File: src/hdl/tzdq_pkg.sv
// Shared types and constants of the touch zone debounce qualifier.
package tzdq_pkg;

   localparam int COUNT_BITS     = 4;
   localparam int TIME_BITS      = 32;
   localparam int DEBOUNCE_BITS  = 16;
   localparam int ZONE_BITS      = 2;
   localparam int CSR_INDEX_BITS = 3;
   localparam int CSR_DATA_BITS  = 16;
   localparam int RSP_DATA_BITS  = 8;

   // Register indexes of the configuration port.
   localparam logic [CSR_INDEX_BITS-1:0] CSR_ACTION_Y_MIN  = 3'd0;
   localparam logic [CSR_INDEX_BITS-1:0] CSR_ACTION_Y_MAX  = 3'd1;
   localparam logic [CSR_INDEX_BITS-1:0] CSR_CANCEL_X_MAX  = 3'd2;
   localparam logic [CSR_INDEX_BITS-1:0] CSR_CONFIRM_X_MIN = 3'd3;
   localparam logic [CSR_INDEX_BITS-1:0] CSR_CONFIRM_X_MAX = 3'd4;
   localparam logic [CSR_INDEX_BITS-1:0] CSR_DEBOUNCE_TIME = 3'd5;

   // Reset values of the configuration registers.
   localparam int RST_ACTION_Y_MIN  = 240;
   localparam int RST_ACTION_Y_MAX  = 319;
   localparam int RST_CANCEL_X_MAX  = 79;
   localparam int RST_CONFIRM_X_MIN = 92;
   localparam int RST_CONFIRM_X_MAX = 171;
   localparam logic [DEBOUNCE_BITS-1:0] RST_DEBOUNCE_TIME = 16'd30;

   typedef enum logic [1:0] {
      PH_IDLE     = 2'd0,
      PH_DEBOUNCE = 2'd1,
      PH_ACTIVE   = 2'd2,
      PH_BLOCKED  = 2'd3
   } phase_type;

   typedef enum logic [ZONE_BITS-1:0] {
      ZONE_NONE    = 2'd0,
      ZONE_CANCEL  = 2'd1,
      ZONE_CONFIRM = 2'd2
   } zone_type;

   // One classified touch report handed to the phase machine.
   typedef struct packed {
      logic [COUNT_BITS-1:0] finger_count;
      zone_type              zone;
      logic [TIME_BITS-1:0]  timestamp;
   } report_type;

   // Zones reported for one transaction.
   typedef struct packed {
      zone_type held_zone;
      zone_type released_zone;
   } result_type;

endpackage

File: src/hdl/tzdq_zone_classifier.sv
// Zone classifier: maps a single-finger touch position onto the button zones.
module tzdq_zone_classifier #(
   parameter int COORD_BITS = 10
) (
   input  logic [tzdq_pkg::COUNT_BITS-1:0] finger_count,
   input  logic [COORD_BITS-1:0]           pos_x,
   input  logic [COORD_BITS-1:0]           pos_y,
   input  logic [COORD_BITS-1:0]           action_y_min,
   input  logic [COORD_BITS-1:0]           action_y_max,
   input  logic [COORD_BITS-1:0]           cancel_x_max,
   input  logic [COORD_BITS-1:0]           confirm_x_min,
   input  logic [COORD_BITS-1:0]           confirm_x_max,
   output tzdq_pkg::zone_type              zone
);
   import tzdq_pkg::*;

   logic in_band;

   assign in_band = (pos_y >= action_y_min) && (pos_y <= action_y_max);

   // Cancel wins where the two column ranges overlap.
   always_comb begin
      zone = ZONE_NONE;
      if (finger_count == COUNT_BITS'(1) && in_band) begin
         if (pos_x <= cancel_x_max) begin
            zone = ZONE_CANCEL;
         end else if (pos_x >= confirm_x_min && pos_x <= confirm_x_max) begin
            zone = ZONE_CONFIRM;
         end
      end
   end

endmodule

File: src/hdl/tzdq_phase_fsm.sv
// Phase machine that qualifies a touch: idle, debounce, active and blocked.
module tzdq_phase_fsm (
   input  logic                                clock,
   input  logic                                reset,
   input  logic                                step,
   input  tzdq_pkg::report_type                report,
   input  logic [tzdq_pkg::DEBOUNCE_BITS-1:0]  debounce_time,
   output tzdq_pkg::result_type                result
);
   import tzdq_pkg::*;

   phase_type              phase_ff, phase_in;
   zone_type               candidate_ff, candidate_in;
   logic [TIME_BITS-1:0]   start_ff, start_in;
   logic [TIME_BITS-1:0]   elapsed;
   logic                   released;
   logic                   single_same;

   // Wrapping subtraction gives the held time across a timestamp rollover.
   assign elapsed     = report.timestamp - start_ff;
   assign released    = (report.finger_count == '0);
   assign single_same = (report.finger_count == COUNT_BITS'(1)) && (report.zone == candidate_ff);

   always_comb begin
      phase_in     = phase_ff;
      candidate_in = candidate_ff;
      start_in     = start_ff;
      case (phase_ff)
         PH_IDLE: begin
            if (!released) begin
               candidate_in = report.zone;
               start_in     = report.timestamp;
               phase_in     = (report.zone == ZONE_NONE) ? PH_BLOCKED : PH_DEBOUNCE;
            end
         end
         PH_DEBOUNCE: begin
            if (released) begin
               phase_in = PH_IDLE;
            end else if (!single_same) begin
               phase_in = PH_BLOCKED;
            end else if (elapsed >= TIME_BITS'(debounce_time)) begin
               phase_in = PH_ACTIVE;
            end
         end
         PH_ACTIVE: begin
            if (released) begin
               phase_in = PH_IDLE;
            end else if (!single_same) begin
               phase_in = PH_BLOCKED;
            end
         end
         PH_BLOCKED: begin
            if (released) begin
               phase_in = PH_IDLE;
            end
         end
         default: begin
            phase_in = PH_IDLE;
         end
      endcase
   end

   always_comb begin
      result.held_zone     = (phase_in == PH_ACTIVE) ? candidate_in : ZONE_NONE;
      result.released_zone = (phase_ff == PH_ACTIVE && released) ? candidate_ff : ZONE_NONE;
   end

   always_ff @(posedge clock) begin
      if (reset) begin
         phase_ff     <= PH_IDLE;
         candidate_ff <= ZONE_NONE;
         start_ff     <= '0;
      end else if (step) begin
         phase_ff     <= phase_in;
         candidate_ff <= candidate_in;
         start_ff     <= start_in;
      end
   end

endmodule

File: src/hdl/touch_zone_debounce_qualifier.sv
// Top level of the touch zone debounce qualifier: ports, registers and handshakes.
// Each request transaction carries one touch report (finger count, column, row and a
// wrapping millisecond timestamp) and produces exactly one response transaction with
// the held zone and the cleanly released zone (0 none, 1 cancel, 2 confirm). A single
// finger inside the button band is classified as cancel or confirm from the configured
// bounds; it becomes held once it has stayed in the same zone for debounce_time ms,
// measured with modulo 2^32 subtraction, and a release from the held state reports the
// zone once. Extra fingers, leaving the zone or starting outside every zone block the
// touch until all fingers lift. The block takes one transaction per clock cycle while
// the response channel is not stalled. A request is captured in an input register, and
// the classification and the state update run combinationally between that register
// and the response register, which holds a finished response until the consumer takes
// it. The input register advances whenever the response register is empty or being
// emptied, and an empty input register takes a new request while a finished response is
// still waiting. Configuration registers are written through the csr_ port at any clock
// edge with csr_we high and should only be changed while no transaction is in flight.
module touch_zone_debounce_qualifier #(
   parameter int COORD_BITS = 10
) (
   input  logic                                  clock,
   input  logic                                  reset,
   // Request channel.
   input  logic                                  req_tvalid,
   output logic                                  req_tready,
   // tdata, lowest bit first: finger_count, pos_x, pos_y, timestamp, zero fill.
   input  logic [8*((4+2*COORD_BITS+32+7)/8)-1:0] req_tdata,
   // Response channel.
   output logic                                  rsp_tvalid,
   input  logic                                  rsp_tready,
   // tdata, lowest bit first: held_zone, released_zone, zero fill.
   output logic [tzdq_pkg::RSP_DATA_BITS-1:0]    rsp_tdata,
   // Configuration write port.
   input  logic                                  csr_we,
   input  logic [tzdq_pkg::CSR_INDEX_BITS-1:0]   csr_index,
   input  logic [tzdq_pkg::CSR_DATA_BITS-1:0]    csr_wdata
);
   import tzdq_pkg::*;

   localparam int X_LSB = COUNT_BITS;
   localparam int Y_LSB = X_LSB + COORD_BITS;
   localparam int T_LSB = Y_LSB + COORD_BITS;

   // Configuration registers.
   logic [COORD_BITS-1:0]    action_y_min_ff;
   logic [COORD_BITS-1:0]    action_y_max_ff;
   logic [COORD_BITS-1:0]    cancel_x_max_ff;
   logic [COORD_BITS-1:0]    confirm_x_min_ff;
   logic [COORD_BITS-1:0]    confirm_x_max_ff;
   logic [DEBOUNCE_BITS-1:0] debounce_time_ff;

   // Input register.
   logic                     req_valid_ff;
   logic [COUNT_BITS-1:0]    count_ff;
   logic [COORD_BITS-1:0]    pos_x_ff;
   logic [COORD_BITS-1:0]    pos_y_ff;
   logic [TIME_BITS-1:0]     time_ff;

   // Response register.
   logic                     rsp_valid_ff;
   logic [RSP_DATA_BITS-1:0] rsp_data_ff, rsp_data_in;

   logic                     rsp_space;
   logic                     step;
   logic                     req_take;
   zone_type                 zone;
   report_type               report;
   result_type               result;

   // The state machine advances exactly when the buffered request moves into the
   // response register, so each request updates the state once.
   assign rsp_space  = !rsp_valid_ff || rsp_tready;
   assign step       = req_valid_ff && rsp_space;
   assign req_tready = !req_valid_ff || step;
   assign req_take   = req_tvalid && req_tready;

   always_ff @(posedge clock) begin
      if (reset) begin
         action_y_min_ff  <= COORD_BITS'(RST_ACTION_Y_MIN);
         action_y_max_ff  <= COORD_BITS'(RST_ACTION_Y_MAX);
         cancel_x_max_ff  <= COORD_BITS'(RST_CANCEL_X_MAX);
         confirm_x_min_ff <= COORD_BITS'(RST_CONFIRM_X_MIN);
         confirm_x_max_ff <= COORD_BITS'(RST_CONFIRM_X_MAX);
         debounce_time_ff <= RST_DEBOUNCE_TIME;
      end else if (csr_we) begin
         case (csr_index)
            CSR_ACTION_Y_MIN:  action_y_min_ff  <= csr_wdata[COORD_BITS-1:0];
            CSR_ACTION_Y_MAX:  action_y_max_ff  <= csr_wdata[COORD_BITS-1:0];
            CSR_CANCEL_X_MAX:  cancel_x_max_ff  <= csr_wdata[COORD_BITS-1:0];
            CSR_CONFIRM_X_MIN: confirm_x_min_ff <= csr_wdata[COORD_BITS-1:0];
            CSR_CONFIRM_X_MAX: confirm_x_max_ff <= csr_wdata[COORD_BITS-1:0];
            CSR_DEBOUNCE_TIME: debounce_time_ff <= csr_wdata[DEBOUNCE_BITS-1:0];
            default: begin
            end
         endcase
      end
   end

   // Input register: the payload loads on every accepted transaction.
   always_ff @(posedge clock) begin
      if (reset) begin
         req_valid_ff <= 1'b0;
      end else if (req_tready) begin
         req_valid_ff <= req_tvalid;
      end
   end

   always_ff @(posedge clock) begin
      if (req_take) begin
         count_ff <= req_tdata[COUNT_BITS-1:0];
         pos_x_ff <= req_tdata[X_LSB +: COORD_BITS];
         pos_y_ff <= req_tdata[Y_LSB +: COORD_BITS];
         time_ff  <= req_tdata[T_LSB +: TIME_BITS];
      end
   end

   tzdq_zone_classifier #(
      .COORD_BITS (COORD_BITS)
   ) u_classifier (
      .finger_count  (count_ff),
      .pos_x         (pos_x_ff),
      .pos_y         (pos_y_ff),
      .action_y_min  (action_y_min_ff),
      .action_y_max  (action_y_max_ff),
      .cancel_x_max  (cancel_x_max_ff),
      .confirm_x_min (confirm_x_min_ff),
      .confirm_x_max (confirm_x_max_ff),
      .zone          (zone)
   );

   assign report.finger_count = count_ff;
   assign report.zone         = zone;
   assign report.timestamp    = time_ff;

   tzdq_phase_fsm u_phase_fsm (
      .clock         (clock),
      .reset         (reset),
      .step          (step),
      .report        (report),
      .debounce_time (debounce_time_ff),
      .result        (result)
   );

   assign rsp_data_in = {(RSP_DATA_BITS - 2*ZONE_BITS)'(0),
                         result.released_zone, result.held_zone};

   // Response register: holds a finished result until the consumer takes it.
   always_ff @(posedge clock) begin
      if (reset) begin
         rsp_valid_ff <= 1'b0;
      end else if (rsp_space) begin
         rsp_valid_ff <= req_valid_ff;
      end
   end

   always_ff @(posedge clock) begin
      if (step) begin
         rsp_data_ff <= rsp_data_in;
      end
   end

   assign rsp_tvalid = rsp_valid_ff;
   assign rsp_tdata  = rsp_data_ff;

endmodule

File: config.mk
export PLATFORM = sky130hd
export DESIGN_NAME = touch_zone_debounce_qualifier
export DESIGN_NICKNAME = d
export VERILOG_FILES = /design/src/hdl/tzdq_pkg.sv /design/src/hdl/tzdq_zone_classifier.sv /design/src/hdl/tzdq_phase_fsm.sv /design/src/hdl/touch_zone_debounce_qualifier.sv
export SDC_FILE = /design/constraint.sdc
export NUM_CORES = 1
export LEC_CHECK = 0
export BUFFER_PORTS_ARGS = -buffer_cell sky130_fd_sc_hd__clkbuf_2
export CAP_MARGIN = 20
export CELL_PAD_IN_SITES_DETAIL_PLACEMENT = 1
export CELL_PAD_IN_SITES_GLOBAL_PLACEMENT = 2
export CORE_MARGIN = 5
export CORE_UTILIZATION = 37
export DETAILED_ROUTE_END_ITERATION = 10
export GPL_ROUTABILITY_DRIVEN = 0
export PLACE_DENSITY_LB_ADDON = 0.1
export SYNTH_ARGS = -nofsm -noshare
export SYNTH_HDL_FRONTEND = slang
export SYNTH_SLANG_ARGS = --single-unit
File: constraint.sdc
create_clock -name clock -period 4.3 [get_ports clock]
set_input_delay 0.43 -clock clock [delete_from_list [all_inputs] [get_ports clock]]
set_output_delay 0.43 -clock clock [all_outputs]
set_load 0.02 [all_outputs]
==> results.env, run 1 <==
DATA_ARRIVAL_TIME_OF_THE_WORST_PATH_NS=4.17
SEQUENTIAL_CELL_AREA_UM2=3880
CTS.SINKS=164
ANTENNA_LEFT=0
TIMING.REG2REG.SETUP_SLACK_NS=0.29
ANTENNADIODECOUNT=0
SYNTH.AVG_CELL_AREA_UM2=8.64
VIAS=7983
LAYOUT_MIN_CYCLE_TIME_NS=4.01
SYN_AREA_UM2=9520
YOSYSSEQAREASHARE=0.408
STATUS='finished clean'
WORST_PATH_LARGEST_CELL_DELAY_NS=0.41
YOSYS_WARNINGS=0
AREAGROWTHSYNTHTOFINISH_PCT=13.7
GRT_PASS1_VIAS=8209
SETUP_TOTAL_NEGATIVE_SLACK_NS=0
DIE-HEIGHT_UM=170
TIMING.CRITICAL_PATH.TO_TYPE='register'
GRT_ANTENNA_BEFORE_REPAIR=0
INSERTION_DELAY_NS=0.44
TOP_USAGE_LAYER='met2'
POSTSYNTH.TOPFLOPCELL='dfxtp_1'
FINALHOLDVIOLATIONS=0
CTS_MADE_BUFFERS=17
PATH_MAX_FANOUT=4
DP_HPWL_UM=19900
CLOCK_TREE_FROM_TRITONCTS='done'
CTS_MAX_LEVEL=4
HOLDWS_NS=0.162
EFFECTIVE_UTILIZATION_AT_FLOORPLAN=0.377
GLOBALROUTEMET2UTIL=0.292
LAYOUT_WORST_PATH_CYCLE_SHARE=0.932
ASYNC_FLOP_SHARE=0
MAXCLOCKFREQUENCY_MHz=250
GRT_REMAINING_OVERFLOW=0
GRT_START_MAX_NET_PINS=44
IRDROPWORSTVDD_mV=0.289
USE_MET3=0.0267
IOS=90
POWER-PER-CELL-AREA_nW_PER_UM2=358
DRC=0
DRT-INITIAL-DRC-COUNT=268
SETUP_VIOL=0
VIASPERCELL=5.25
MULTI_INPUT_LOGIC_AREA_UM2=5110
SYNTH_TOP_AREA_CELL='dfxtp_1'
DRT-WIRELENGTH-PER-CELL_UM=17.3
CLOCKBUFFERDEPTH=2
TOTALPOWERFINAL_uW=3870
PLACED_STANDARD_CELL_AREA_UM2=10300
START_KIND='register'
FILLER_INSTANCES=3058
TOTAL_GLOBAL_ROUTING_TRACK_UTILIZATION=0.187
DRT-PASS1-ITER-COUNT=4
LAYOUT_CELL_SHARE_WITH_DRIVE_STRENGTH_BEYOND_1=0.125
REPORT.FINAL.SLEW_VIOL_COUNT=0
LEAK_uW=0.00447
DIE_WIDTH_UM=170
FINAL_DESIGN_AREA_NO_FILL_UM2=10800
CLOCK-ROOT-BUFFER='clkbuf_16'
WORSTPATHCELLLIST='inv_1, ha_1, fa_1, nand2b_1, a21oi_4, o21ai_0, nand2b_1, xor2_1, ha_1, a21oi_1, a21boi_0, o31ai_2, nand3_1, nor3b_1, nand4_1, nor4_2, a211oi_1'
GLOBAL_ROUTE_WIRE_LENGTH_BEFORE_REPAIR_UM=43300
MAXSLEWHEADROOM=0.295
POST_SYNTH_INST_COUNT=1102
SYNTH_ENABLE_FLOP_CELLS=60
DETAIL_ROUTE.WIRELENGTH_UM=26400
SYNTH-SEQ-CELLS=164
SYNTH_TOP_CELLS_BY_AREA='dfxtp_1 (22%), edfxtp_1 (19%), ha_1 (13%)'
CORE.ROWCOUNT=58
FINAL_STANDARD_CELL_UTILIZATION_OF_THE_CORE=0.429
WORST_SETUP_HOLD_PATH_CLK_SLEW_NS=0.07
TIMING_WORST_SETUP_PATH_TYPE='register to register'
YOSYS.CELL_TYPES.COUNT=73
GRTUSAGEMET1=0.274
WORSTMARGINPINSLEW_NS=1.06
SYNTH_TOP_AREA_FRAC=0.219
CLOCK_SKEW_NS=0.0133
FINISH.NET_COUNT=1355
DIE-AREA_UM2=29000
MAX-CAP-VIOLATIONS=0
FP.COREAREA_UM2=25300
HOLD_PATH.CLASS='input port to register'
CP_DATA_REQUIRED_TIME_NS=4.46
IO_BUFFER_COUNT=85
TIMING.CRITICAL_PATH.SLOWEST_STAGE_CELL='fa_1'
[worst max-delay path: cells and delay by family, from the launching register on]
| kind | cells | cell delay, ns |
|---|---|---|
| buffers and inverters | 1 | 0.05 |
| xor gates and xnor gates | 1 | 0.17 |
| DFF | 1 | 0.34 |
| AOI/OAI and AO/OA | 6 | 1.05 |
| and+or+nand+nor | 6 | 1.23 |
| adders and majority gates | 3 | 0.91 |
[cells in the mapped netlist (11+ instances only)]
master      n
clkbuf_1   31
o21ai_0    30
nand3_1    16
dfxtp_1   104
nor3_1     11
nor2_1     55
nand2b_1   16
inv_1     106
nand2_1   219
ha_1       97
edfxtp_1   60
nand3b_1   21
xnor2_1    11
a21oi_1   117
a21o_1     26
nand4_1    14
[final timing paths]
path | startpoint | cells past startpoint | to
setup / recovery | time_ff[0] | 17 | rsp_tdata[1]
hold / removal | req_tdata[4] | 1 | pos_x_ff[0]
setup reg to reg | time_ff[0] | 17 | rsp_tdata[1]
hold reg to reg | u_phase_fsm.start_ff[3] | 2 | u_phase_fsm.start_ff[3]
[power breakdown]
part / internal (uW) / switching, uW / total, uW / leakage (uW)
logic: 274 / 439 / 712 / 0.00278
clock network: 765 / 676 / 1440 / 0.000261
registers: 1680 / 40.2 / 1720 / 0.00143
[per-stage QoR]
stage / std cells / setup slack (ns)
6_report: 1520 / 0.292
5_1_grt: 1520 / -0.000120
4_1_cts: 1520 / 0.0973
3_5_place_dp: 1488 / 0.136
3_3_place_gp: 1487 / 0.332
2_1_floorplan: 1105 / 0.597
[cell type report]
class	count	area share
Tap cell	330	0.0381
Sequential cell	164	0.359
Multi-Input combinational cell	796	0.472
Timing Repair Buffer	92	0.0445
Clock inverter	12	0.00890
Clock buffer	20	0.0413
Inverter	106	0.0367
[cells by family (layout without fill, tap and decap cells)]
| family | Yosys count | in the layout | share of synthesized area |
|---|---|---|---|
| AND/OR/NAND/NOR | 403 | 403 | 0.197 |
| other | 1 | 4 | 0.000394 |
| multiplexers | 9 | 9 | 0.00959 |
| flip-flops | 164 | 164 | 0.408 |
| XOR/XNOR | 18 | 18 | 0.0166 |
| adder cells (fa/ha/maj) | 98 | 98 | 0.130 |
| buffers and inverters | 145 | 230 | 0.0606 |
| AO/OA/AOI/OAI | 264 | 264 | 0.179 |
[per-layer routing]
layer / vias to the layer above / part of all wire
met5: - / 0
met4: 0 / 0.012
met3: 23 / 0.040
met2: 123 / 0.44
met1: 3852 / 0.51
li1: 3985 / -
[sequential cells by signal, indices dropped and copies added (netlist names), 2 cells and up]
signal / count
u_phase_fsm.candidate_ff: 2
pos_x_ff: 10
debounce_time_ff: 16
u_phase_fsm.start_ff: 32
cancel_x_max_ff: 10
action_y_max_ff: 10
rsp_tdata: 4
u_phase_fsm.phase_ff: 2
count_ff: 4
confirm_x_max_ff: 10
confirm_x_min_ff: 10
time_ff: 32
pos_y_ff: 10
action_y_min_ff: 10
[what timing repair did]
action / CTS / global route
endpoints found under the setup margin: 0 / 3
gates resized for setup: 0 / 5
setup buffers: 0 / 0
endpoints found under the hold margin: 0 / 0
hold buffers: 0 / 0
[layout by cell type, fill, tap and decap left out, types with 6 or more instances in the layout]
| cell | instances |
|---|---|
| nor2_1 | 55 |
| and3_1 | 10 |
| mux2i_1 | 8 |
| o21ai_0 | 30 |
| inv_1 | 106 |
| o21a_1 | 6 |
| clkbuf_16 | 17 |
| xnor2_1 | 11 |
| nand3_1 | 16 |
| ha_1 | 97 |
| a21oi_1 | 117 |
| o211ai_1 | 7 |
| nand4_1 | 14 |
| buf_4 | 6 |
| a21o_1 | 26 |
| or3_1 | 6 |
| nor2b_1 | 7 |
| nand2_1 | 218 |
| o21ai_1 | 10 |
| a211oi_1 | 10 |
| nor3_1 | 10 |
| nand2b_1 | 16 |
| clkbuf_2 | 84 |
| dfxtp_1 | 104 |
| xor2_1 | 7 |
| a211o_1 | 9 |
| nand3b_1 | 21 |
| edfxtp_1 | 60 |
Power figures use the tool's default switching activity.
==> run 2: changes to the inputs <==
PLACE_DENSITY_LB_ADDON = 0.08   (was 0.1)
==> run 2 against run 1 <==
Net effect:
- register-to-register slack barely moved
- flip-flop and latch count did not move
- final cell count did not move
- global-route usage fell by 0.31 points
- non-clock buffer count did not move
- clock power barely moved
- worst setup slack got worse by 0.010 ns
- total power rose by 0.28%
- routed wire length barely moved
- core utilization barely moved
- sequential share of layout area barely moved
- via count fell by 1.0%
- critical endpoint is now u_phase_fsm.phase_ff[1]
==> results.env, run 2 (synthesized netlist as in run 1, its figures left out) <==
CP_DATA_REQUIRED_TIME_NS=4.60  # +0.14 ns
EFFECTIVE_UTILIZATION_AT_FLOORPLAN=0.377  # unchanged
CLOCK_SKEW_NS=0.0145  # +0.00124 ns
GLOBAL_ROUTE_WIRE_LENGTH_BEFORE_REPAIR_UM=42700  # -1.3%
DIE-HEIGHT_UM=170  # unchanged
TIMING.CRITICAL_PATH.TO_TYPE='register'
CTS_MAX_LEVEL=4  # unchanged
CLOCK-ROOT-BUFFER='clkbuf_16'
POWER-PER-CELL-AREA_nW_PER_UM2=358  # +0.17%
DIE-AREA_UM2=29000  # unchanged
LAYOUT.CELLS.MOST_COMMON='nand2_1'
WORST_SETUP_HOLD_PATH_CLK_SLEW_NS=0.07  # about the same
DIE_WIDTH_UM=170  # unchanged
DP_HPWL_UM=19600  # -1.2%
RSZ0062_AT_GRT='no'
ANTENNA_LEFT=0  # unchanged
LAYOUT_MIN_CYCLE_TIME_NS=4.02  # +0.0101 ns
TIMING.REG2REG.SETUP_SLACK_NS=0.28  # about the same
REPORT.FINAL.SLEW_VIOL_COUNT=0  # unchanged
DRT-WIRELENGTH-PER-CELL_UM=17.3  # about the same
VIAS=7902  # -1.0%
CLOCKBUFFERDEPTH=2  # unchanged
ANTENNADIODECOUNT=0  # unchanged
RR_WORST_DEPTH=15  # -2
WORSTMARGINPINSLEW_NS=0.982  # -0.0745 ns
WORST_R2R_ENDPOINT='u_phase_fsm.phase_ff[1]'
IRDROPWORSTVDD_mV=0.218  # -25%
LEAK_uW=0.00448  # +0.18%
GRT_START_MAX_NET_PINS=65  # +48%
DATA_ARRIVAL_TIME_OF_THE_WORST_PATH_NS=4.32  # +0.15 ns
CTS_MADE_BUFFERS=17  # unchanged
VIASPERCELL=5.20  # -1.0%
DRC=0  # unchanged
CLOCK_TREE_FROM_TRITONCTS='done'
PATH_MAX_FANOUT=4  # unchanged
DETAIL_ROUTE.WIRELENGTH_UM=26400  # about the same
GRT_ANTENNA_BEFORE_REPAIR=0  # unchanged
SETUP_TOTAL_NEGATIVE_SLACK_NS=0  # unchanged
AREAGROWTHSYNTHTOFINISH_PCT=13.8
TOTALPOWERFINAL_uW=3880  # +0.28%
HOLD_PATH.CLASS='input port to register'
HOLDPATHEND='time_ff[7]'
LAYOUT.CELLS.MOST_COMMON_LIST='nand2_1 (218), a21oi_1 (117), inv_1 (106)'
START_KIND='register'
R2R-START='time_ff[8]'
INSERTION_DELAY_NS=0.43  # about the same
MAXCLOCKFREQUENCY_MHz=249  # -0.25%
FINISH.NET_COUNT=1355  # unchanged
LAYOUT_CELL_SHARE_WITH_DRIVE_STRENGTH_BEYOND_1=0.126  # +0.000840
MAXSLEWHEADROOM=0.345  # +0.0497
GRT_PASS1_VIAS=8113  # -1.2%
WORST_HOLD_STARTPOINT='req_tdata[31]'
POST_CTS.REPAIR.SETUP_BUFFERS=0  # unchanged
MAX-CAP-VIOLATIONS=0  # unchanged
LAYOUT_WORST_PATH_CYCLE_SHARE=0.934  # +0.00234
DRT-INITIAL-DRC-COUNT=406  # +51%
IOS=90  # unchanged
CTS.SINKS=164  # unchanged
CORE.ROWCOUNT=58  # unchanged
TIMING_WORST_SETUP_PATH_TYPE='register to register'
TOTAL_GLOBAL_ROUTING_TRACK_UTILIZATION=0.184  # -0.00306
SETUP_VIOL=0  # unchanged
GRT_REMAINING_OVERFLOW=0  # unchanged
LARGEST_REGISTERS='time_ff: 32 flops, u_phase_fsm.start_ff: 32 flops, debounce_time_ff: 16 flops'
FILLER_INSTANCES=3046  # -0.39%
DRT-PASS1-ITER-COUNT=5  # +1
FINALHOLDVIOLATIONS=0  # unchanged
HOLD_PATH_CELLS=1  # unchanged
STATUS='finished clean'
FP.COREAREA_UM2=25300  # unchanged
IO_BUFFER_COUNT=85  # unchanged
-- run 2: worst max-delay path, stage by stage (launching register included) --
cell,delay (ns)
edfxtp_1,0.40
ha_1,0.36
a21oi_1,0.33
o211ai_1,0.18
a21boi_2,0.28
nand2_1,0.11
xor2_1,0.17
ha_1,0.30
a21o_1,0.18
a21o_1,0.18
a211oi_1,0.30
nand4_1,0.15
a2111oi_1,0.37
nand4b_1,0.17
nor4_2,0.32
a21oi_1,0.09
-- run 2: report_power, final --
part / internal, uW / switching, uW
Clock: 765 / 689
Sequential: 1680 / 39.3
Combinational: 275 / 437
-- run 2: cell type report --
cell class | count | area [um2] | share of cell area
multi-input cells | 796 | 5110 | 0.471
inverters | 106 | 398 | 0.0367
repair buffers | 92 | 490 | 0.0453
clock buffers | 19 | 443 | 0.0409
flip-flops and latches | 164 | 3880 | 0.358
well taps | 330 | 413 | 0.0381
clock inverters | 13 | 101 | 0.00935
-- run 2: layer usage --
| layer | up-vias | part of all wire | wire [um] | GRT usage |
|---|---|---|---|---|
| li1 | 3978 | - | - | - |
| met4 | 0 | 0.0079 | 209 | 0.0354 |
| met5 | - | 0 | 0 | 0 |
| met3 | 15 | 0.033 | 878 | 0.0272 |
| met2 | 120 | 0.44 | 11700 | 0.293 |
| met1 | 3789 | 0.52 | 13600 | 0.269 |
-- run 2: stage by stage --
| stage | util | area, um2 | hold WS, ns | cells | worst slack (ns) |
|---|---|---|---|---|---|
| after floorplan | - | 9540 | 0.436 | 1105 | 0.597 |
| after global placement | 0.406 | 10300 | 0.443 | 1488 | 0.320 |
| after detailed placement | 0.406 | 10300 | 0.448 | 1488 | 0.140 |
| after CTS | 0.428 | 10800 | 0.148 | 1520 | 0.101 |
| after global routing | 0.429 | 10800 | 0.148 | 1520 | 0.0308 |
| final | 0.429 | 10800 | 0.172 | 1520 | 0.282 |
-- run 2: worst max-delay path by stage --
stage                           from                 endpoint  slack [ns]  cells past startpoint
after floorplan           time_ff[4]             rsp_tdata[0]        0.60                     16
after detailed placement  time_ff[8]  u_phase_fsm.phase_ff[1]        0.14                     15
final                     time_ff[8]  u_phase_fsm.phase_ff[1]        0.28                     15
after CTS                 time_ff[8]  u_phase_fsm.phase_ff[1]        0.10                     15
after global placement    time_ff[8]  u_phase_fsm.phase_ff[1]        0.32                     15
after global routing      time_ff[0]             rsp_tdata[1]        0.03                     17
-- run 2: repair_timing --
item | CTS | global route
hold buffers | 0 | 0
setup endpoints to repair | 0 | 4
resized for setup | 0 | 6
